--- config.mk ---
export PLATFORM = sky130hd
export DESIGN_NAME = civ_frame_receiver_top_flat
export DESIGN_NICKNAME = d
export VERILOG_FILES = /design/src/rtl/civ_pkg.sv /design/src/rtl/civ_in_if.sv /design/src/rtl/civ_out_if.sv /design/src/rtl/civ_out_reg.sv /design/src/rtl/civ_frame_receiver_top.sv /design/src/flat_wrapper.sv
export SDC_FILE = /design/constraint.sdc
export NUM_CORES = 1
export LEC_CHECK = 0
export CAP_MARGIN = 20
export CORE_ASPECT_RATIO = 1.1
export CORE_MARGIN = 1
export CORE_UTILIZATION = 52
export CTS_BUF_LIST = sky130_fd_sc_hd__clkbuf_4
export CTS_CLUSTER_SIZE = 24
export DETAILED_ROUTE_END_ITERATION = 10
export DONT_BUFFER_PORTS = 1
export GPL_ROUTABILITY_DRIVEN = 0
export PLACE_DENSITY = 0.72
export SETUP_SLACK_MARGIN = 0.4
export SLEW_MARGIN = 20
export SYNTH_ARGS = -nofsm -noshare
export SYNTH_HDL_FRONTEND = slang
export SYNTH_SLANG_ARGS = --single-unit
--- constraint.sdc ---
create_clock -name i_clk -period 9.85 [get_ports i_clk]
set_input_delay 0.4925 -clock i_clk [delete_from_list [all_inputs] [get_ports i_clk]]
set_output_delay 0.4925 -clock i_clk [all_outputs]
set_load 0.02 [all_outputs]
--- src/rtl/civ_pkg.sv ---
// ----------------------------------------------------------------------------
// civ_pkg
// Shared types, bus symbols and decode helpers for the CI-V frame receiver.
// ----------------------------------------------------------------------------
package civ_pkg;

    // Bus symbols
    localparam logic [7:0] SYM_START  = 8'hFE;
    localparam logic [7:0] SYM_STOP   = 8'hFD;
    localparam logic [7:0] SYM_OK     = 8'hFB;
    localparam logic [7:0] SYM_NG     = 8'hFA;
    localparam logic [7:0] ADDR_BCAST = 8'h00;
    localparam logic [7:0] CMD_EXT    = 8'h1A;
    localparam logic [7:0] SUB_EXT    = 8'h05;

    // Request kinds
    localparam logic CMD_BYTE = 1'b0;
    localparam logic CMD_TICK = 1'b1;

    // Result status codes
    localparam logic [1:0] ST_OK     = 2'd0;
    localparam logic [1:0] ST_DATA   = 2'd1;
    localparam logic [1:0] ST_REJECT = 2'd2;
    localparam logic [1:0] ST_NONE   = 2'd3;

    // Configuration register indexes
    localparam logic REG_MASTER  = 1'b0;
    localparam logic REG_TIMEOUT = 1'b1;

    // First data byte position for each command shape
    localparam logic [3:0] START_ONE  = 4'd5;
    localparam logic [3:0] START_TWO  = 4'd6;
    localparam logic [3:0] START_FOUR = 4'd8;

    typedef enum logic [1:0] {
        PH_IDLE,
        PH_SYNC,
        PH_COLLECT
    } t_phase;

    typedef struct packed {
        logic [1:0]  status;
        logic [7:0]  source_addr;
        logic [2:0]  cmd_len;
        logic [31:0] cmd_bytes;
        logic [5:0]  data_len;
        logic [63:0] data_head;
        logic [33:0] value;
    } t_result;

    // Commands that carry a subcommand byte
    function automatic logic is_two_byte(input logic [7:0] c);
        logic hit;
        case (c)
            8'h07, 8'h0E, 8'h13, 8'h14, 8'h15, 8'h16, 8'h19,
            8'h1A, 8'h1B, 8'h1C, 8'h1E, 8'h21, 8'h27: hit = 1'b1;
            default: hit = 1'b0;
        endcase
        return hit;
    endfunction

    // Position of the first data byte, from the command and the byte after it
    function automatic logic [3:0] data_start(input logic [7:0] c, input logic [7:0] b5);
        logic [3:0] s;
        if (c == CMD_EXT && b5 == SUB_EXT) begin
            s = START_FOUR;
        end else if (is_two_byte(c)) begin
            s = START_TWO;
        end else begin
            s = START_ONE;
        end
        return s;
    endfunction

    // Two BCD digits weighted as they stand, no clamp on digits above nine
    function automatic logic [7:0] bcd_byte(input logic [7:0] b);
        logic [7:0] hi;
        hi = {4'd0, b[7:4]};
        return 8'((hi << 3) + (hi << 1) + {4'd0, b[3:0]});
    endfunction

    // Weight of a little-endian BCD byte
    function automatic logic [26:0] pow100(input logic [2:0] k);
        logic [26:0] p;
        case (k)
            3'd0:    p = 27'd1;
            3'd1:    p = 27'd100;
            3'd2:    p = 27'd10000;
            3'd3:    p = 27'd1000000;
            3'd4:    p = 27'd100000000;
            default: p = 27'd0;
        endcase
        return p;
    endfunction

endpackage

--- src/rtl/civ_in_if.sv ---
// ----------------------------------------------------------------------------
// civ_in_if
// Request channel into the receiver: one bus byte or one time tick.
// ----------------------------------------------------------------------------
interface civ_in_if;
    logic       valid;
    logic       ready;
    logic       cmd;
    logic [7:0] rx_byte;

    modport source (output valid, output cmd, output rx_byte, input ready);
    modport sink   (input valid, input cmd, input rx_byte, output ready);
endinterface

--- src/rtl/civ_out_if.sv ---
// ----------------------------------------------------------------------------
// civ_out_if
// Result channel out of the receiver: one decoded frame outcome.
// ----------------------------------------------------------------------------
interface civ_out_if;
    logic        valid;
    logic        ready;
    logic [1:0]  status;
    logic [7:0]  source_addr;
    logic [2:0]  cmd_len;
    logic [31:0] cmd_bytes;
    logic [5:0]  data_len;
    logic [63:0] data_head;
    logic [33:0] value;

    modport source (output valid, output status, output source_addr, output cmd_len,
                    output cmd_bytes, output data_len, output data_head, output value,
                    input ready);
    modport sink   (input valid, input status, input source_addr, input cmd_len,
                    input cmd_bytes, input data_len, input data_head, input value,
                    output ready);
endinterface

--- src/rtl/civ_out_reg.sv ---
// ----------------------------------------------------------------------------
// civ_out_reg
// Result register: holds one finished result until the sink takes it.
// ----------------------------------------------------------------------------
module civ_out_reg (
    input  logic             i_clk,
    input  logic             i_rst_n,
    input  logic             i_load,
    input  civ_pkg::t_result i_res,
    output logic             o_can_load,
    civ_out_if.source        o_out
);
    import civ_pkg::*;

    logic    r_valid;
    t_result r_res;

    // Free when empty or when the held result leaves this cycle
    assign o_can_load = !r_valid || o_out.ready;

    // Track occupancy
    always_ff @(posedge i_clk) begin
        if (!i_rst_n) begin
            r_valid <= 1'b0;
        end else if (i_load) begin
            r_valid <= 1'b1;
        end else if (o_out.ready) begin
            r_valid <= 1'b0;
        end
    end

    // Capture payload
    always_ff @(posedge i_clk) begin
        if (i_load) begin
            r_res <= i_res;
        end
    end

    assign o_out.valid       = r_valid;
    assign o_out.status      = r_res.status;
    assign o_out.source_addr = r_res.source_addr;
    assign o_out.cmd_len     = r_res.cmd_len;
    assign o_out.cmd_bytes   = r_res.cmd_bytes;
    assign o_out.data_len    = r_res.data_len;
    assign o_out.data_head   = r_res.data_head;
    assign o_out.value       = r_res.value;

endmodule

--- src/rtl/civ_frame_receiver_top.sv ---
// ----------------------------------------------------------------------------
// civ_frame_receiver_top
// CI-V bus frame receiver: sync, address check, command split and decode.
// ----------------------------------------------------------------------------
// Every request (a bus byte or a time tick) is taken while input ready is high
// and a new one may follow in the next; the decode runs in flight as bytes
// arrive, so the stop byte's result is loaded into the result register in the
// cycle after it is taken. Input ready drops only while a result sits in the
// result register and the sink is not taking it. Command bytes, the first eight
// data bytes and both BCD sums are gathered byte by byte, so no frame buffer is
// read back. The user must write master_addr and timeout_ticks through the write
// port only while no frame is in progress; the block itself does not enforce it.
// ----------------------------------------------------------------------------
module civ_frame_receiver_top #(
    parameter int FRAME_MAX = 32
) (
    input  logic        i_clk,
    input  logic        i_rst_n,
    input  logic        i_cfg_we,
    input  logic        i_cfg_idx,
    input  logic [15:0] i_cfg_wdata,
    civ_in_if.sink      i_in,
    civ_out_if.source   o_out
);
    import civ_pkg::*;

    localparam int LEN_W = $clog2(FRAME_MAX + 1);

    // Control and configuration
    t_phase      r_phase, n_phase;
    logic [LEN_W-1:0] r_len, n_len;
    logic [15:0] r_wait, n_wait;
    logic [7:0]  r_master;
    logic [15:0] r_timeout;

    // Gathered frame contents
    logic [7:0]  r_src, n_src;
    logic [31:0] r_cmdb, n_cmdb;
    logic [3:0]  r_start, n_start;
    logic [63:0] r_head, n_head;
    logic [14:0] r_v2, n_v2;
    logic [33:0] r_v5, n_v5;

    logic        acc, can_load, is_tick, res_valid;
    logic [7:0]  b;
    logic [LEN_W-1:0] pos, didx;
    logic [3:0]  start_cur;
    logic [15:0] wait_inc;
    logic        timed_out, ovf, tgt_bad, in_frame, frame_begin, data_we;
    logic [31:0] cmd_mask;
    t_result     res;

    assign acc     = i_in.valid && i_in.ready;
    assign is_tick = (i_in.cmd == CMD_TICK);
    assign b       = i_in.rx_byte;
    assign pos     = r_len;

    assign wait_inc  = (r_wait != 16'hFFFF) ? 16'(r_wait + 16'd1) : r_wait;
    assign timed_out = (wait_inc >= r_timeout);
    assign ovf       = (pos >= LEN_W'(FRAME_MAX));
    assign tgt_bad   = (pos == LEN_W'(2)) && !(b == ADDR_BCAST || b == r_master);

    // Data start is fixed once the byte after the command is seen
    assign start_cur = (pos == LEN_W'(5)) ? data_start(r_cmdb[7:0], b) : r_start;
    assign didx      = LEN_W'(pos - LEN_W'(start_cur));

    assign frame_begin = acc && !is_tick && (r_phase == PH_IDLE) && (b == SYM_START);
    assign in_frame    = acc && !is_tick && (r_phase == PH_COLLECT) && !ovf;
    assign data_we     = in_frame && (pos >= LEN_W'(5)) && (pos >= LEN_W'(start_cur))
                         && (b != SYM_STOP) && (b != SYM_START);

    // Configuration writes
    always_ff @(posedge i_clk) begin
        if (!i_rst_n) begin
            r_master  <= 8'hE0;
            r_timeout <= 16'd1000;
        end else if (i_cfg_we) begin
            case (i_cfg_idx)
                REG_MASTER:  r_master  <= i_cfg_wdata[7:0];
                REG_TIMEOUT: r_timeout <= i_cfg_wdata;
                default:     r_master  <= r_master;
            endcase
        end
    end

    // Next phase, frame length and tick count
    always_comb begin
        n_phase = r_phase;
        n_len   = r_len;
        n_wait  = r_wait;
        if (acc) begin
            if (is_tick) begin
                if (r_phase != PH_IDLE) begin
                    n_wait = wait_inc;
                    if (timed_out) begin
                        n_phase = PH_IDLE;
                    end
                end
            end else begin
                case (r_phase)
                    PH_IDLE: begin
                        if (b == SYM_START) begin
                            n_len   = LEN_W'(1);
                            n_wait  = 16'd0;
                            n_phase = PH_SYNC;
                        end
                    end
                    PH_SYNC: begin
                        if (b == SYM_START) begin
                            n_len   = LEN_W'(2);
                            n_phase = PH_COLLECT;
                        end else begin
                            n_phase = PH_IDLE;
                        end
                    end
                    PH_COLLECT: begin
                        if (ovf) begin
                            n_phase = PH_IDLE;
                        end else begin
                            n_len = LEN_W'(r_len + LEN_W'(1));
                            if (tgt_bad || b == SYM_START || b == SYM_STOP) begin
                                n_phase = PH_IDLE;
                            end
                        end
                    end
                    default: n_phase = PH_IDLE;
                endcase
            end
        end
    end

    // Gather source, command bytes, data head and BCD sums
    always_comb begin
        n_src   = r_src;
        n_cmdb  = r_cmdb;
        n_start = r_start;
        n_head  = r_head;
        n_v2    = r_v2;
        n_v5    = r_v5;
        if (frame_begin) begin
            n_cmdb = 32'd0;
            n_head = 64'd0;
            n_v2   = 15'd0;
            n_v5   = 34'd0;
        end
        if (in_frame && pos == LEN_W'(3)) begin
            n_src = b;
        end
        if (in_frame && pos >= LEN_W'(4) && pos <= LEN_W'(7)) begin
            n_cmdb[8*pos[1:0] +: 8] = b;
        end
        if (in_frame && pos == LEN_W'(5)) begin
            n_start = start_cur;
        end
        if (data_we && didx < LEN_W'(8)) begin
            n_head[8*didx[2:0] +: 8] = b;
        end
        if (data_we && didx < LEN_W'(2)) begin
            n_v2 = 15'(r_v2 * 15'd100 + {7'd0, bcd_byte(b)});
        end
        if (data_we && didx < LEN_W'(5)) begin
            n_v5 = 34'(r_v5 + {26'd0, bcd_byte(b)} * {7'd0, pow100(didx[2:0])});
        end
    end

    // Build the result for this request
    always_comb begin
        res_valid = 1'b0;
        res       = '0;
        case (start_cur)
            START_ONE:  cmd_mask = 32'h0000_00FF;
            START_TWO:  cmd_mask = 32'h0000_FFFF;
            default:    cmd_mask = 32'hFFFF_FFFF;
        endcase
        if (acc && is_tick) begin
            if (r_phase != PH_IDLE && timed_out) begin
                res_valid  = 1'b1;
                res.status = ST_NONE;
            end
        end else if (acc && r_phase == PH_COLLECT) begin
            if (ovf) begin
                res_valid  = 1'b1;
                res.status = ST_NONE;
            end else if (!tgt_bad && b == SYM_STOP) begin
                res_valid  = 1'b1;
                res.status = ST_REJECT;
                if (pos >= LEN_W'(5)) begin
                    res.source_addr = r_src;
                    if (r_cmdb[7:0] == SYM_OK || r_cmdb[7:0] == SYM_NG) begin
                        res.status    = (r_cmdb[7:0] == SYM_OK) ? ST_OK : ST_REJECT;
                        res.cmd_len   = 3'd1;
                        res.cmd_bytes = {24'd0, r_cmdb[7:0]};
                    end else if (pos >= LEN_W'(start_cur)) begin
                        res.status    = ST_DATA;
                        res.cmd_len   = 3'(start_cur - 4'd4);
                        res.cmd_bytes = r_cmdb & cmd_mask;
                        res.data_len  = 6'(didx);
                        res.data_head = r_head;
                        if (didx == LEN_W'(1)) begin
                            res.value = {26'd0, r_head[7:0]};
                        end else if (didx == LEN_W'(2)) begin
                            res.value = {19'd0, r_v2};
                        end else if (didx == LEN_W'(5)) begin
                            res.value = r_v5;
                        end
                    end
                end
            end
        end
    end

    // Control registers
    always_ff @(posedge i_clk) begin
        if (!i_rst_n) begin
            r_phase <= PH_IDLE;
            r_len   <= '0;
            r_wait  <= 16'd0;
        end else begin
            r_phase <= n_phase;
            r_len   <= n_len;
            r_wait  <= n_wait;
        end
    end

    // Frame content registers
    always_ff @(posedge i_clk) begin
        r_src   <= n_src;
        r_cmdb  <= n_cmdb;
        r_start <= n_start;
        r_head  <= n_head;
        r_v2    <= n_v2;
        r_v5    <= n_v5;
    end

    assign i_in.ready = can_load;

    civ_out_reg u_out_reg (
        .i_clk      (i_clk),
        .i_rst_n    (i_rst_n),
        .i_load     (res_valid),
        .i_res      (res),
        .o_can_load (can_load),
        .o_out      (o_out)
    );

endmodule

--- src/flat_wrapper.sv ---
// flat-port wrapper written by rule: the top's interface ports become plain ports
module civ_frame_receiver_top_flat import civ_pkg::*;
#(
    parameter int FRAME_MAX = 32
)
  (i_clk, i_rst_n, i_cfg_we, i_cfg_idx, i_cfg_wdata, i_in_valid, i_in_cmd, i_in_rx_byte, i_in_ready, o_out_valid, o_out_status, o_out_source_addr, o_out_cmd_len, o_out_cmd_bytes, o_out_data_len, o_out_data_head, o_out_value, o_out_ready);
  civ_in_if i_in_i ();
  civ_out_if o_out_i ();
  input  logic i_clk;
  input  logic i_rst_n;
  input  logic i_cfg_we;
  input  logic i_cfg_idx;
  input  logic [15:0] i_cfg_wdata;
  input wire logic [$bits(i_in_i.valid)-1:0] i_in_valid;
  input wire logic [$bits(i_in_i.cmd)-1:0] i_in_cmd;
  input wire logic [$bits(i_in_i.rx_byte)-1:0] i_in_rx_byte;
  output wire logic [$bits(i_in_i.ready)-1:0] i_in_ready;
  output wire logic [$bits(o_out_i.valid)-1:0] o_out_valid;
  output wire logic [$bits(o_out_i.status)-1:0] o_out_status;
  output wire logic [$bits(o_out_i.source_addr)-1:0] o_out_source_addr;
  output wire logic [$bits(o_out_i.cmd_len)-1:0] o_out_cmd_len;
  output wire logic [$bits(o_out_i.cmd_bytes)-1:0] o_out_cmd_bytes;
  output wire logic [$bits(o_out_i.data_len)-1:0] o_out_data_len;
  output wire logic [$bits(o_out_i.data_head)-1:0] o_out_data_head;
  output wire logic [$bits(o_out_i.value)-1:0] o_out_value;
  input wire logic [$bits(o_out_i.ready)-1:0] o_out_ready;
  assign i_in_i.valid = i_in_valid;
  assign i_in_i.cmd = i_in_cmd;
  assign i_in_i.rx_byte = i_in_rx_byte;
  assign i_in_ready = i_in_i.ready;
  assign o_out_valid = o_out_i.valid;
  assign o_out_status = o_out_i.status;
  assign o_out_source_addr = o_out_i.source_addr;
  assign o_out_cmd_len = o_out_i.cmd_len;
  assign o_out_cmd_bytes = o_out_i.cmd_bytes;
  assign o_out_data_len = o_out_i.data_len;
  assign o_out_data_head = o_out_i.data_head;
  assign o_out_value = o_out_i.value;
  assign o_out_i.ready = o_out_ready;
  civ_frame_receiver_top #(.FRAME_MAX(FRAME_MAX)) u_core (.i_clk(i_clk), .i_rst_n(i_rst_n), .i_cfg_we(i_cfg_we), .i_cfg_idx(i_cfg_idx), .i_cfg_wdata(i_cfg_wdata), .i_in(i_in_i), .o_out(o_out_i));
endmodule
### After elaboration in Yosys (flattened, before gate mapping)

Memory sizes are Yosys's and may differ from the RTL's. A register that Yosys moved wholly into a read port is not among the register bits.
Index checks and enable logic that the tools add are counted.

* bits in registers: 355
* bits in read-only memories: 64
* memories kept: 1
* logic and storage cells: 199
* input bits: 31

Memory list
* (name not given): depth 64, bits a word 1, rd ports 1, clocked after Yosys merged registers in 1, wr ports 0, RTL line civ_pkg.sv:54 `case (c)`

* bitwise operators: 8
* equality and inequality tests: 31
* multiplexer cells: 58
* order comparisons: 9
* multipliers: 2
* reductions and logical operators: 53
* $add $sub $neg: 10
* shift-type cells: 4

Operators with widths (number)
* $mux W149: 3
* $mux W34: 5
* $mux W147: 1
* $mux W139: 1
* $pmux W27 S5: 1
* $mux W64: 2
* $mux W104: 1
* $mux W16: 5
* $bwmux W64: 1
* $mux W32: 2
* $pmux W32 S2: 1
* $shift A8 B34 Y64 const A: 1
* $shiftx A8 B34 Y64: 1
* $mux W35: 1
* $add A34 B34 Y34: 1
* $mul A8 B27 Y34: 1
* $neg A5 Y34: 1
* $neg A6 Y34: 1
* $shift A8 B34 Y32 const A: 1
* $shiftx A8 B34 Y32: 1
* $and A32 B32 Y32: 1
* $bwmux W32: 1
* $eq A8 B8 Y1 const B: 4
* $mux W15: 2
* other kinds (58): 135

### Depth between registers and ports, before layout

Gate-level depths: netlist of the first run.

* depth after elaboration: 18
* mapped depth: 40

### By module

A second synthesis of the first run with hierarchy kept.

* cells, all modules: 2167
* area total of the unflattened synthesis: 22143.7 um2

By module, submodules not included
* civ_frame_receiver_top: seq. area each 4734.5 um2, cells each 2014, area an instance 17620.6 um2, instances 1
* civ_out_reg: seq. area each 4494.3 um2, cells each 153, area an instance 4523.1 um2, instances 1

### Worst setup path after synthesis of the first run

Ideal clock, no wire load.

* kind: register to register
* start point: register u_core.r_len[1], in the netlist u_core.pos[1]
* end point: register u_core.r_v5[31], data pin
* path buffers: 3
* required time: 9.596 ns
* period minus slack after synthesis: 8.849 ns
* setup time: 0.254 ns
* arrival: 8.595 ns
* path slack: 1.001 ns
* cell stages (with the launch flop): 40
* path through: dfxtp_1 inv_1 ha_1 and2_1 and4_1 or3_1 inv_1 ha_1 inv_1 ha_1 nor2_2 xnor2_4 inv_2 clkbuf_1 ha_1 or3b_2 a211o_1 and3_1 [4 not listed] inv_1 fa_1 inv_1 fa_1 inv_1 fa_1 inv_1 ha_1 clkbuf_1 o211ai_1 a22oi_1 nand2_1 nor2b_1 a311oi_1 o21ai_0 a21oi_1 xnor2_1 nor2_1

* cells in the longest elaborated chain, start to end: 9

Ends and longest elaborated chain
* from (decl): RTL line civ_frame_receiver_top.sv:31 `logic [LEN_W-1:0] r_len, n_len;`
* from (signal assigned): RTL line civ_frame_receiver_top.sv:220 `r_len <= n_len;`
* $eq A6 B3 Y1 *: RTL line civ_frame_receiver_top.sv:64 `assign start_cur = (pos == LEN_W'(5)) ? data_start(r_cmdb[7:0], b) : r_start;`
* $mux W4 *: RTL line civ_frame_receiver_top.sv:64
* via u_core.start_cur[0]: RTL line civ_frame_receiver_top.sv:47 `logic [3:0] start_cur;`
* $sub A6 B4 Y6 *: RTL line civ_frame_receiver_top.sv:65 `assign didx = LEN_W'(pos - LEN_W'(start_cur));`
* via u_core.didx[2]: RTL line civ_frame_receiver_top.sv:46 `logic [LEN_W-1:0] pos, didx;`
* $eq A3 B3 Y1 (tied with other cells): RTL line civ_pkg.sv:85 `case (k)`
* $pmux W27 S5: RTL line civ_pkg.sv:85
* $mux W27: RTL line civ_frame_receiver_top.sv:161 `if (data_we && didx < LEN_W'(5)) begin`
* $mul A8 B27 Y34: RTL line civ_frame_receiver_top.sv:162 `n_v5 = 34'(r_v5 + {26'd0, bcd_byte(b)} * {7'd0, pow100(didx[2:0])});`
* $add A34 B34 Y34: RTL line civ_frame_receiver_top.sv:162
* $mux W34 *: RTL line civ_frame_receiver_top.sv:161
* to (signal assigned): RTL line civ_frame_receiver_top.sv:232 `r_v5 <= n_v5;`
* to (decl): RTL line civ_frame_receiver_top.sv:42 `logic [33:0] r_v5, n_v5;`

Mark *: on every way through the listed nets, which the timed path passes. The rest lies on a longest branch. The select of a mux whose other input is x is not followed.
A chain may end at the register's enable or synchronous reset.

### Final worst setup path of the first run

* start point: register u_core.r_len[0], in the netlist u_core.pos[0]
* end point: register u_core.r_v5[31], data pin

The elaborated chain is that of the path after synthesis.

==> results of run 1 <==
==> per-layer routing <==
metal  vias to the layer above  part of all wire, %
li1                       7607                    -
met1                      7812                   43
met2                       612                   48
met3                       109                  6.5
met4                         0                  2.6
met5                         -                    0
==> sequential cells by signal, summed over array words and instances (netlist names), 8 cells and up, named ones only <==
name                                cells
u_core.r_src                            8
u_core.u_out_reg.o_out.source_addr      8
u_core.r_master                         8
u_core.r_v5                            34
u_core.r_cmdb                          32
u_core.u_out_reg.o_out.data_head       64
u_core.r_head                          64
u_core.u_out_reg.o_out.value           34
u_core.r_v2                            15
u_core.u_out_reg.o_out.cmd_bytes       32
u_core.r_wait                          16
u_core.r_timeout                       16
==> cells in the mapped netlist (31+ instances only) <==
| cell type | instances |
|---|---|
| clkbuf_1 | 59 |
| and3_1 | 93 |
| a22o_1 | 38 |
| inv_1 | 360 |
| xnor2_1 | 50 |
| edfxtp_1 | 210 |
| mux2i_1 | 69 |
| dfxtp_1 | 146 |
| fa_1 | 141 |
| a21oi_1 | 61 |
| ha_1 | 168 |
| nor2_1 | 126 |
| and2_1 | 69 |
| o21ai_0 | 31 |
| nand2_1 | 216 |
==> cells by family after synthesis <==
group / count (synthesis)
adders and majority gates: 309
DFF: 356
AOI/OAI and AO/OA: 283
buffers and inverters: 444
muxes: 71
and+or+nand+nor: 679
xor gates and xnor gates: 75
==> final timing paths <==
kind / start / endpoint / slack, ps / depth (start not counted)
max: u_core.pos[0] / u_core.r_v5[31] / 880 / 35
min: i_cfg_we / u_core.r_master[3] / 80 / 3
max reg2reg: u_core.pos[0] / u_core.r_v5[31] / 880 / 35
min reg2reg: u_core.r_head[13] / u_core.r_head[13] / 460 / 2
==> per-stage QoR <==
step           setup slack (ps)  cells  hold slack [ps]  utilization, %
2_1_floorplan              1000   2217              430               -
3_3_place_gp                587   2722              438            53.9
3_5_place_dp                362   2723              445            53.9
4_1_cts                     401   2915             9.01            57.4
5_1_grt                     436   2919             69.2            57.7
6_report                    884   2920             83.0            57.7
==> where the power goes <==
group          internal (mW)  switching, mW
clock                  0.660          0.616
sequential              1.56        0.00322
combinational          0.176          0.274
==> worst register-to-register path, delay by kind of cell (launching register included) <==
family / cells / cell delay [ps]
buf+inv: 8 / 730
xor+xnor: 2 / 440
compound gates: 4 / 980
flops: 1 / 530
simple gates: 12 / 2490
fa+ha+maj: 9 / 3520
==> layout by cell type (no fill, tap or decap), types with 18 or more instances in the layout <==
cell type        n
nor2b_1         29
dlygate4sd3_1   33
clkinv_1        19
and3_1          92
a21oi_1         59
a21o_1          24
and2_1          70
nor2_1         126
dfxtp_1        145
fa_1           141
a22o_1          38
nand2_1        215
xnor2_1         50
edfxtp_1       210
a21boi_0        21
nand3_1         20
inv_1          359
xor2_1          24
o21ai_0         30
clkbuf_4       129
nand4_1         18
mux2i_1         69
ha_1           164
==> final cells by class <==
class / instances / area, µm²
well taps: 574 / 718
inverters: 361 / 1360
clock inverters: 29 / 194
flip-flops and latches: 356 / 9230
diodes: 2 / 5.00
fillers: 3613 / 18400
multi-input cells: 1417 / 12000
clock buffers: 129 / 968
repair buffers: 52 / 505
==> timing repair <==
action,CTS,global route
gates resized for setup,1,16
hold endpoints to repair,153,0
setup buffers,0,3
setup endpoints to repair,3,11
pin swaps,0,3
hold buffers,34,0
==> impl_results.html, run 1 <==
<table>
<tr><th>Metric</th><th>Value</th></tr>
<tr><th colspan="2">Critical path</th></tr>
<tr><td>Arrival time at the worst endpoint</td><td>9500 ps</td></tr>
<tr><td>Sort of element at the start of the critical path</td><td>flop</td></tr>
<tr><td>Critical Path Max Stage Delay</td><td>540 ps</td></tr>
<tr><td>Buf/Inv on CP</td><td>8</td></tr>
<tr><td>Worst Setup End Kind</td><td>flop</td></tr>
<tr><td>Most frequent CP cell</td><td>inv_1</td></tr>
<tr><td>Crit-path max FO</td><td>17</td></tr>
<tr><td>Library cell contributing the largest single delay on the critical path</td><td>fa_1</td></tr>
<tr><td>Setup CP Type</td><td>reg2reg</td></tr>
<tr><td>CP Data Required Time</td><td>10380 ps</td></tr>
<tr><td>CP top delay family</td><td>adder cells</td></tr>
<tr><th colspan="2">Floorplan</th></tr>
<tr><td>Core Footprint</td><td>0.0433 mm²</td></tr>
<tr><td>Die Y-Extent</td><td>222 µm</td></tr>
<tr><td>Die span in x</td><td>202 µm</td></tr>
<tr><td>Number of ports placed on the die boundary</td><td>182</td></tr>
<tr><td>Die footprint</td><td>0.0448 mm²</td></tr>
<tr><td>Initial cell density of the core</td><td>52.7%</td></tr>
<tr><td>Site row count</td><td>80</td></tr>
<tr><th colspan="2">Hold path</th></tr>
<tr><td>Class of the tightest hold or removal check</td><td>in2reg</td></tr>
<tr><th colspan="2">STA</th></tr>
<tr><td>Skew final</td><td>59.9 ps</td></tr>
<tr><td>Fmax</td><td>112 MHz</td></tr>
<tr><td>Relative slew margins</td><td>27.5%</td></tr>
<tr><td>Clock period minus final worst setup slack</td><td>8970 ps</td></tr>
<tr><td>Fin Setup TNS</td><td>0 ps</td></tr>
<tr><td>Ratio of final minimum period to clock period</td><td>91.0%</td></tr>
<tr><td>Setup-failing EPs final</td><td>0</td></tr>
<tr><td>Count of endpoints failing hold in the final timing report</td><td>0</td></tr>
<tr><td>Unrepaired setup endpoints after global routing</td><td>no</td></tr>
<tr><td>Transition at the pin with the smallest max-transition slack</td><td>1080 ps</td></tr>
<tr><td>Fin. max-slew vios</td><td>0</td></tr>
<tr><th colspan="2">Clock network</th></tr>
<tr><td>Maximum root-to-sink buffer count</td><td>3</td></tr>
<tr><td>H-tree levels</td><td>3</td></tr>
<tr><td>Clock slew at reported path FFs</td><td>70 ps</td></tr>
<tr><td>Source-to-sink clock delay at the later pin of the worst-skew pair</td><td>830 ps</td></tr>
<tr><td>Number of buffers created by CTS</td><td>87</td></tr>
<tr><td>TritonCTS Sinks</td><td>356</td></tr>
<tr><td>CTS tree</td><td>built</td></tr>
<tr><td>Root Buffer</td><td>clkbuf_4</td></tr>
<tr><th colspan="2">Logic synthesis</th></tr>
<tr><td>Synth top area cells</td><td>edfxtp_1, dfxtp_1, fa_1</td></tr>
<tr><td>Synthesized Nets</td><td>2557</td></tr>
<tr><td>Post-synth top area cell</td><td>edfxtp_1</td></tr>
<tr><td>Register bit total from synthesis</td><td>356</td></tr>
<tr><td>Mux cell area share after synthesis</td><td>3.12%</td></tr>
<tr><td>Number of different library cells in the post-synthesis netlist</td><td>82</td></tr>
<tr><td>Number of enable flip-flop cells after synthesis</td><td>210</td></tr>
<tr><td>Yosys warning total</td><td>0</td></tr>
<tr><td>Top flip-flop cell by instance count after synthesis</td><td>edfxtp_1</td></tr>
<tr><td>Synth Area in XOR/XNOR</td><td>2.96%</td></tr>
<tr><td>Post-synthesis async set-or-reset flop share</td><td>0%</td></tr>
<tr><td>Share of synthesized area occupied by flip-flops and latches</td><td>40.4%</td></tr>
<tr><td>Synthesized-area fraction occupied by and/or/nand/nor cells</td><td>15.5%</td></tr>
<tr><td>Post-synthesis average cell area</td><td>10.3 µm²</td></tr>
<tr><td>Arithmetic-cell share of the synthesized area counting full adders, half adders and majority gates</td><td>21.6%</td></tr>
<tr><td>Compound-gate portion of the synthesized area</td><td>8.94%</td></tr>
<tr><td>Syn Std Cell Area</td><td>0.0229 mm²</td></tr>
<tr><td>Dominant combinational cell family by area after synthesis</td><td>adder cells</td></tr>
<tr><td>Fraction of synthesized cell area taken by the top area cell type</td><td>27.6%</td></tr>
<tr><td>Count of mapped cells out of synthesis</td><td>2217</td></tr>
<tr><th colspan="2">Job</th></tr>
<tr><td>Maxcap violations</td><td>0</td></tr>
<tr><th colspan="2">Global route</th></tr>
<tr><td>Largest net degree at the start of global routing</td><td>99</td></tr>
<tr><td>Grt peak-use layer</td><td>met2</td></tr>
<tr><td>Total grt overflow</td><td>0</td></tr>
<tr><td>Global-route total usage across every layer</td><td>25.0%</td></tr>
<tr><td>Number of global-route vias before repair</td><td>16108</td></tr>
<tr><td>M3 GR Usage</td><td>4.32%</td></tr>
<tr><td>Number of antenna violations at the first check in global routing</td><td>2</td></tr>
<tr><td>Met1 GRT Util</td><td>32.9%</td></tr>
<tr><td>First-pass GRT wire length</td><td>88300 µm</td></tr>
<tr><td>Global Route met2 Usage</td><td>41.5%</td></tr>
<tr><th colspan="2">Drt</th></tr>
<tr><td>Via count</td><td>16140</td></tr>
<tr><td>Wire length reported by the detailed router</td><td>55500 µm</td></tr>
<tr><td>Detailed Route Iter0 Violations</td><td>1095</td></tr>
<tr><td>Detailed-route wire length per cell</td><td>19.0 µm</td></tr>
<tr><td>Count of unresolved DRC violations after routing</td><td>0</td></tr>
<tr><td>First-pass iteration count of the detailed router</td><td>5</td></tr>
<tr><td>Ratio of routed vias to standard cells</td><td>5.53</td></tr>
<tr><td>Post-route ant nets</td><td>0</td></tr>
<tr><th colspan="2">Status</th></tr>
<tr><td>Result of the run</td><td>finished, final reports clean</td></tr>
<tr><th colspan="2">Placed design</th></tr>
<tr><td>Placed Area</td><td>0.0234 mm²</td></tr>
<tr><td>Port Buffers</td><td>0</td></tr>
<tr><td>Detailed placer's ending HPWL</td><td>40100 µm</td></tr>
<tr><th colspan="2">Layout</th></tr>
<tr><td>Final net count</td><td>2615</td></tr>
<tr><td>Fraction of layout instances using a drive strength above 1</td><td>9.26%</td></tr>
<tr><td>Cell area after layout</td><td>0.0250 mm²</td></tr>
<tr><td>Area growth, synth to finish</td><td>9.36%</td></tr>
<tr><th colspan="2">Power</th></tr>
<tr><td>Largest voltage drop on the vdd net</td><td>0.0000943 V</td></tr>
<tr><td>Final Power</td><td>3.29 mW</td></tr>
<tr><td>Leakage power total</td><td>11.3 nW</td></tr>
<tr><td>Power density normalized to cell area</td><td>132 mW/mm²</td></tr>
</table>
Power figures use the tool's default switching activity.
==> run 2: changes to the inputs <==
Settings changed: SYNTH_HIERARCHICAL set to 1.
==> impl_results.html, run 2 <==
<table>
<tr><th>Metric</th><th>Value</th></tr>
<tr><th colspan="2">Status</th></tr>
<tr><td>Result of the run</td><td>finished, final reports clean</td></tr>
<tr><th colspan="2">Clock network</th></tr>
<tr><td>H-tree levels</td><td>3</td></tr>
<tr><td>Maximum root-to-sink buffer count</td><td>3</td></tr>
<tr><td>Clock slew at reported path FFs</td><td>70 ps</td></tr>
<tr><td>Root Buffer</td><td>clkbuf_4</td></tr>
<tr><td>TritonCTS Sinks</td><td>356</td></tr>
<tr><td>CTS tree</td><td>built</td></tr>
<tr><td>Number of buffers created by CTS</td><td>86</td></tr>
<tr><td>Source-to-sink clock delay at the later pin of the worst-skew pair</td><td>790 ps</td></tr>
<tr><th colspan="2">Critical path</th></tr>
<tr><td>Crit-path max FO</td><td>14</td></tr>
<tr><td>Library cell contributing the largest single delay on the critical path</td><td>xnor2_1</td></tr>
<tr><td>Arrival time at the worst endpoint</td><td>9350 ps</td></tr>
<tr><td>CP Data Required Time</td><td>10380 ps</td></tr>
<tr><td>CP top delay family</td><td>adder cells</td></tr>
<tr><td>Setup CP Type</td><td>reg2reg</td></tr>
<tr><td>Sort of element at the start of the critical path</td><td>flop</td></tr>
<tr><td>Critical Path Max Stage Delay</td><td>570 ps</td></tr>
<tr><td>Buf/Inv on CP</td><td>5</td></tr>
<tr><td>Worst Setup End Kind</td><td>flop</td></tr>
<tr><th colspan="2">Floorplan</th></tr>
<tr><td>Site row count</td><td>78</td></tr>
<tr><td>Core Footprint</td><td>0.0416 mm²</td></tr>
<tr><td>Number of ports placed on the die boundary</td><td>182</td></tr>
<tr><td>Die Y-Extent</td><td>218 µm</td></tr>
<tr><td>Die span in x</td><td>199 µm</td></tr>
<tr><td>Die footprint</td><td>0.0434 mm²</td></tr>
<tr><td>Initial cell density of the core</td><td>53.3%</td></tr>
<tr><th colspan="2">Power</th></tr>
<tr><td>Switching Power</td><td>0.862 mW</td></tr>
<tr><td>Relative contribution of sequential cells to total power</td><td>48.5%</td></tr>
<tr><td>Power density normalized to cell area</td><td>134 mW/mm²</td></tr>
<tr><td>Gate power share</td><td>13.9%</td></tr>
<tr><td>Leakage power total</td><td>10.8 nW</td></tr>
<tr><td>Final Power</td><td>3.23 mW</td></tr>
<tr><td>Clock power frac</td><td>37.6%</td></tr>
<tr><td>Internal power contribution</td><td>2.37 mW</td></tr>
<tr><td>Switching Share</td><td>26.7%</td></tr>
<tr><td>Largest voltage drop on the vdd net</td><td>0.0000629 V</td></tr>
<tr><th colspan="2">STA</th></tr>
<tr><td>Unrepaired setup endpoints after global routing</td><td>no</td></tr>
<tr><td>Count of endpoints failing hold in the final timing report</td><td>0</td></tr>
<tr><td>Fin Setup TNS</td><td>0 ps</td></tr>
<tr><td>Transition at the pin with the smallest max-transition slack</td><td>1080 ps</td></tr>
<tr><td>Fmax</td><td>113 MHz</td></tr>
<tr><td>Clock period minus final worst setup slack</td><td>8820 ps</td></tr>
<tr><td>Fin. max-slew vios</td><td>0</td></tr>
<tr><td>Ratio of final minimum period to clock period</td><td>89.5%</td></tr>
<tr><td>Skew final</td><td>56.7 ps</td></tr>
<tr><td>Least setup slack across all paths after layout</td><td>1030 ps</td></tr>
<tr><td>Relative slew margins</td><td>27.7%</td></tr>
<tr><td>Setup-failing EPs final</td><td>0</td></tr>
<tr><th colspan="2">Layout</th></tr>
<tr><td>Footprint of the multi-input gates</td><td>0.0114 mm²</td></tr>
<tr><td>Commonest non-fill, non-tap cells in the layout</td><td>inv_1, edfxtp_1, nand2_1</td></tr>
<tr><td>Share of the core filled with cells in the final layout</td><td>57.9%</td></tr>
<tr><td>Final net count</td><td>2564</td></tr>
<tr><td>Fraction of layout instances using a drive strength above 1</td><td>8.23%</td></tr>
<tr><td>Filler cells</td><td>3570</td></tr>
<tr><td>Area growth, synth to finish</td><td>8.68%</td></tr>
<tr><td>Commonest non-fill, non-tap cell in the layout</td><td>inv_1</td></tr>
<tr><td>Seq. cell area</td><td>0.00923 mm²</td></tr>
<tr><th colspan="2">Logic synthesis</th></tr>
<tr><td>Share of synthesized area occupied by flip-flops and latches</td><td>41.7%</td></tr>
<tr><td>Fraction of synthesized cell area taken by the top area cell type</td><td>28.5%</td></tr>
<tr><td>Top flip-flop cell by instance count after synthesis</td><td>edfxtp_1</td></tr>
<tr><td>Number of different library cells in the post-synthesis netlist</td><td>84</td></tr>
<tr><td>Number of enable flip-flop cells after synthesis</td><td>210</td></tr>
<tr><td>Register bit total from synthesis</td><td>356</td></tr>
<tr><td>Most used standard cells in the synthesized netlist</td><td>inv_1, edfxtp_1, nand2_1, ha_1, dfxtp_1</td></tr>
<tr><td>Syn Std Cell Area</td><td>0.0221 mm²</td></tr>
<tr><td>Post-synthesis async set-or-reset flop share</td><td>0%</td></tr>
<tr><td>Count of mapped cells out of synthesis</td><td>2167</td></tr>
<tr><td>Post-synth top area cell</td><td>edfxtp_1</td></tr>
<tr><td>Synthesized Nets</td><td>2504</td></tr>
<tr><td>Post-synthesis average cell area</td><td>10.2 µm²</td></tr>
<tr><td>Synth top area cells</td><td>edfxtp_1, dfxtp_1, fa_1</td></tr>
<tr><td>Most frequent cell after synthesis</td><td>inv_1</td></tr>
<tr><td>Yosys warning total</td><td>6</td></tr>
<tr><th colspan="2">Drt</th></tr>
<tr><td>Detailed-route wire length per cell</td><td>18.2 µm</td></tr>
<tr><td>Detailed Route Iter0 Violations</td><td>1006</td></tr>
<tr><td>Count of unresolved DRC violations after routing</td><td>0</td></tr>
<tr><td>Via count</td><td>15532</td></tr>
<tr><td>Wire length reported by the detailed router</td><td>52100 µm</td></tr>
<tr><td>First-pass iteration count of the detailed router</td><td>5</td></tr>
<tr><td>Ratio of routed vias to standard cells</td><td>5.43</td></tr>
<tr><td>Post-route ant nets</td><td>0</td></tr>
<tr><th colspan="2">Placed design</th></tr>
<tr><td>Detailed placer's ending HPWL</td><td>37900 µm</td></tr>
<tr><td>Port Buffers</td><td>0</td></tr>
<tr><td>Worst-case setup slack after placement</td><td>1040 ps</td></tr>
<tr><th colspan="2">Global route</th></tr>
<tr><td>Largest net degree at the start of global routing</td><td>86</td></tr>
<tr><td>Global-route total usage across every layer</td><td>25.0%</td></tr>
<tr><td>Number of global-route vias before repair</td><td>15799</td></tr>
<tr><td>Total grt overflow</td><td>0</td></tr>
<tr><td>First-pass GRT wire length</td><td>84500 µm</td></tr>
<tr><td>Number of antenna violations at the first check in global routing</td><td>1</td></tr>
<tr><th colspan="2">Hold path</th></tr>
<tr><td>Class of the tightest hold or removal check</td><td>in2reg</td></tr>
<tr><th colspan="2">Job</th></tr>
<tr><td>Maxcap violations</td><td>0</td></tr>
</table>
run 2: cell types whose count changed after synthesis, moves of 16 or more:
cell / previous run / this run
mux2i_1: 69 / 1
inv_1: 360 / 319
and2_1: 69 / 144
o21ai_0: 31 / 100
nor2_1: 126 / 142
and3_1: 93 / 17
nand2_1: 216 / 190
nand3_1: 21 / 77
run 2: kinds of logic (layout without fill, tap and decap cells):
kind of cell	after synthesis	in the layout	share of synthesized area, %
simple gates	687	687	15.6
buf+inv	387	517	6.77
flops	356	356	41.7
compound gates	350	350	10.6
fa+ha+maj	306	306	22.1
xor+xnor	78	78	3.09
mux	3	3	0.147
other cells	0	1	0
run 2: tightest hold or removal path, cell delays in order:
cell	delay, ps
nand2_1	70
nor2_1	120
a21oi_1	100
run 2: path summary, 6_finish.rpt:
path	startpoint	endpoint	slack, ps	cells past startpoint
worst max-delay path	u_core/r_cmdb[3]	u_core/r_v5[33]	1030	30
worst min-delay path	i_in_valid	u_core/r_phase[1]	70	3
worst max register to register	u_core/r_cmdb[3]	u_core/r_v5[33]	1030	30
worst min register to register	u_core/r_head[27]	u_core/r_head[27]	460	2
run 2: power by group through the flow:
| stage | combinational [mW] | clock, mW | sequential [mW] |
|---|---|---|---|
| final | 0.449 | 1.22 | 1.57 |
| after global placement | 0.409 | 0 | 1.60 |
| after global routing | 0.516 | 1.34 | 1.57 |
| after CTS | 0.441 | 1.26 | 1.57 |
| after detailed placement | 0.415 | 0 | 1.60 |
| after floorplan | 0.339 | 0 | 1.60 |
run 2: metal layers:
layer	GRT usage, %	routed length [µm]	vias to the layer above
met3	4.86	3350	113
met2	41.3	25100	577
li1	-	-	7430
met4	11.0	1820	0
met5	0	0	-
met1	31.8	21800	7412
run 2: repair_timing:
action                                  CTS  global route
endpoints found under the setup margin    0             4
endpoints found under the hold margin   141             0
resized for setup                         0             1
setup buffers                             0             0
hold buffers                             32             0
run 2: area by class of cell:
type	instances	area share, %
inverters	319	4.98
clock inverters	29	0.613
multi-input cells	1424	47.6
well taps	560	2.91
flip-flops and latches	356	38.3
repair buffers	40	1.56
clock buffers	129	4.02
diodes	1	0.0104
run 2: per-stage QoR:
step	std cells	area, µm²	hold slack (ps)
after floorplan	2167	22100	431
after global placement	2667	22600	444
after detailed placement	2667	22600	448
after CTS	2857	24100	6.90
after global routing	2858	24100	67.6
final	2858	24100	74.1
==> run 3: changes to the inputs <==
Settings changed: CORE_UTILIZATION 52 to 60, PLACE_DENSITY 0.72 to 0.84, TNS_END_PERCENT set to 100.
Clock period 9.85 ns to 7.6 ns, I/O delays scaled along.
==> impl_results.html, run 3 (synthesized netlist as in run 2, its figures left out) <==
<table>
<tr><th>Metric</th><th>Value</th></tr>
<tr><th colspan="2">Layout</th></tr>
<tr><td>Filler cells</td><td>2525</td></tr>
<tr><td>Commonest non-fill, non-tap cell in the layout</td><td>inv_1</td></tr>
<tr><td>Commonest non-fill, non-tap cells in the layout</td><td>inv_1, edfxtp_1, nand2_1</td></tr>
<tr><td>Area growth, synth to finish</td><td>12.9%</td></tr>
<tr><td>Fraction of layout instances using a drive strength above 1</td><td>14.5%</td></tr>
<tr><td>Footprint of the multi-input gates</td><td>0.0121 mm²</td></tr>
<tr><td>Cell area after layout</td><td>0.0250 mm²</td></tr>
<tr><td>Final net count</td><td>2600</td></tr>
<tr><td>Seq. cell area</td><td>0.00924 mm²</td></tr>
<tr><th colspan="2">Clock network</th></tr>
<tr><td>H-tree levels</td><td>3</td></tr>
<tr><td>CTS tree</td><td>built</td></tr>
<tr><td>TritonCTS Sinks</td><td>356</td></tr>
<tr><td>Clock slew at reported path FFs</td><td>70 ps</td></tr>
<tr><td>Root Buffer</td><td>clkbuf_4</td></tr>
<tr><td>Maximum root-to-sink buffer count</td><td>3</td></tr>
<tr><td>Source-to-sink clock delay at the later pin of the worst-skew pair</td><td>770 ps</td></tr>
<tr><td>Number of buffers created by CTS</td><td>85</td></tr>
<tr><th colspan="2">Drt</th></tr>
<tr><td>First-pass iteration count of the detailed router</td><td>8</td></tr>
<tr><td>Post-route ant nets</td><td>0</td></tr>
<tr><td>Via count</td><td>16434</td></tr>
<tr><td>Ratio of routed vias to standard cells</td><td>5.82</td></tr>
<tr><td>Count of unresolved DRC violations after routing</td><td>0</td></tr>
<tr><td>Detailed Route Iter0 Violations</td><td>1364</td></tr>
<tr><td>Detailed-route wire length per cell</td><td>19.2 µm</td></tr>
<tr><td>Wire length reported by the detailed router</td><td>54100 µm</td></tr>
<tr><th colspan="2">Floorplan</th></tr>
<tr><td>Die span in x</td><td>185 µm</td></tr>
<tr><td>Site row count</td><td>73</td></tr>
<tr><td>Die footprint</td><td>0.0377 mm²</td></tr>
<tr><td>Number of ports placed on the die boundary</td><td>182</td></tr>
<tr><td>Die Y-Extent</td><td>203 µm</td></tr>
<tr><td>Core Footprint</td><td>0.0363 mm²</td></tr>
<tr><td>Initial cell density of the core</td><td>61.1%</td></tr>
<tr><th colspan="2">Critical path</th></tr>
<tr><td>Critical Path Max Stage Delay</td><td>560 ps</td></tr>
<tr><td>CP Data Required Time</td><td>8080 ps</td></tr>
<tr><td>FF-to-FF End</td><td>u_core/r_v5[32]</td></tr>
<tr><td>Most frequent CP cell</td><td>fa_1</td></tr>
<tr><td>Setup CP Type</td><td>reg2reg</td></tr>
<tr><td>Origin of the critical flop-to-flop path</td><td>u_core/r_cmdb[2]</td></tr>
<tr><td>Worst Setup End Kind</td><td>flop</td></tr>
<tr><td>CP top delay family</td><td>adder cells</td></tr>
<tr><td>Sort of element at the start of the critical path</td><td>flop</td></tr>
<tr><td>Worst reg-to-reg path cell count</td><td>29</td></tr>
<tr><td>Flop2flop setup slack</td><td>330 ps</td></tr>
<tr><td>Crit-path max FO</td><td>6</td></tr>
<tr><td>Buf/Inv on CP</td><td>6</td></tr>
<tr><td>Library cell contributing the largest single delay on the critical path</td><td>fa_1</td></tr>
<tr><td>Critical path depth</td><td>29</td></tr>
<tr><td>Arrival time at the worst endpoint</td><td>7750 ps</td></tr>
<tr><th colspan="2">STA</th></tr>
<tr><td>Fin. max-slew vios</td><td>0</td></tr>
<tr><td>Setup-failing EPs final</td><td>0</td></tr>
<tr><td>Worst Hold Margin</td><td>42.5 ps</td></tr>
<tr><td>Clock period minus final worst setup slack</td><td>7270 ps</td></tr>
<tr><td>Relative slew margins</td><td>30.5%</td></tr>
<tr><td>Count of endpoints failing hold in the final timing report</td><td>0</td></tr>
<tr><td>Ratio of final minimum period to clock period</td><td>95.7%</td></tr>
<tr><td>Transition at the pin with the smallest max-transition slack</td><td>1040 ps</td></tr>
<tr><td>Fmax</td><td>137 MHz</td></tr>
<tr><td>Unrepaired setup endpoints after global routing</td><td>yes</td></tr>
<tr><td>Skew final</td><td>71.8 ps</td></tr>
<tr><th colspan="2">Hold path</th></tr>
<tr><td>Cell depth of the worst hold path</td><td>3</td></tr>
<tr><td>Class of the tightest hold or removal check</td><td>in2reg</td></tr>
<tr><td>Hold Path End</td><td>u_core/r_phase[0]</td></tr>
<tr><td>Worst hold path startpoint</td><td>i_in_cmd</td></tr>
<tr><th colspan="2">Placed design</th></tr>
<tr><td>Port Buffers</td><td>0</td></tr>
<tr><td>Detailed placer's ending HPWL</td><td>37700 µm</td></tr>
<tr><td>Placed Area</td><td>0.0229 mm²</td></tr>
<tr><th colspan="2">Global route</th></tr>
<tr><td>Largest net degree at the start of global routing</td><td>151</td></tr>
<tr><td>Number of antenna violations at the first check in global routing</td><td>1</td></tr>
<tr><td>Number of global-route vias before repair</td><td>16836</td></tr>
<tr><td>Total grt overflow</td><td>0</td></tr>
<tr><td>First-pass GRT wire length</td><td>86000 µm</td></tr>
<tr><td>Global-route total usage across every layer</td><td>29.2%</td></tr>
<tr><th colspan="2">Status</th></tr>
<tr><td>Result of the run</td><td>finished, final reports clean</td></tr>
<tr><th colspan="2">Job</th></tr>
<tr><td>Maxcap violations</td><td>0</td></tr>
<tr><th colspan="2">Power</th></tr>
<tr><td>Leakage power total</td><td>11.1 nW</td></tr>
<tr><td>Largest voltage drop on the vdd net</td><td>0.000123 V</td></tr>
<tr><td>Power density normalized to cell area</td><td>178 mW/mm²</td></tr>
</table>
==> run 3: cell type report <==
type                            instances  area share [%]
Sequential cell                       356            37.0
Tap cell                              487            2.44
Clock buffer                          128            3.84
Timing Repair Buffer                   77            2.68
Clock inverter                         31           0.846
Multi-Input combinational cell       1424            48.4
Antenna cell                            1          0.0100
Inverter                              319            4.80
==> run 3: where the power goes <==
part           total, mW  internal, mW  leakage [nW]  switching, mW
clock               1.66         0.879         0.693          0.778
combinational      0.770         0.326          6.87          0.444
sequential          2.03          2.03          3.58        0.00382
==> run 3: what timing repair did <==
item / 4_1_cts / 5_1_grt
endpoints found under the setup margin: 14 / 17
pin swaps: 17 / 29
hold buffers: 32 / 0
resized for setup: 55 / 69
setup buffers: 7 / 5
endpoints found under the hold margin: 142 / 0
==> run 3: worst register-to-register path, delay by kind of cell, from the launching register on <==
family          cells  cell delay (ps)
compound gates      7             1400
xor+xnor            1              160
fa+ha+maj           9             3590
buf+inv             6              460
flops               1              330
simple gates        6             1110
==> run 3: how the worst max path moves through the flow <==
stage          slack, ps         endpoint        startpoint
2_1_floorplan        320  u_core/r_v5[33]   i_in_rx_byte[2]
3_3_place_gp          30  u_core/r_v5[33]   i_in_rx_byte[2]
3_5_place_dp        -200  u_core/r_v5[33]   i_in_rx_byte[2]
4_1_cts              390  u_core/r_v5[33]  u_core/r_cmdb[0]
5_1_grt              120  u_core/r_v5[32]  u_core/r_cmdb[2]
6_report             330  u_core/r_v5[32]  u_core/r_cmdb[2]
==> run 3: stage by stage <==
stage	worst slack, ps	setup TNS (ps)	instances	util [%]	total power, mW
floorplan	323	0	2167	-	2.53
global placement	27.0	0	2619	63.3	2.62
detailed placement	-196	-550	2619	63.3	2.64
CTS	389	0	2817	68.2	4.39
global route	116	0	2823	68.9	4.66
finish	325	0	2823	68.9	4.46
==> run 3: layer usage <==
metal	wire, µm	global-route usage [%]	vias to the layer above
met5	0	0	-
met4	2700	15.9	0
met3	4240	6.46	228
met2	26900	49.2	830
met1	20300	34.6	7848
li1	-	-	7528
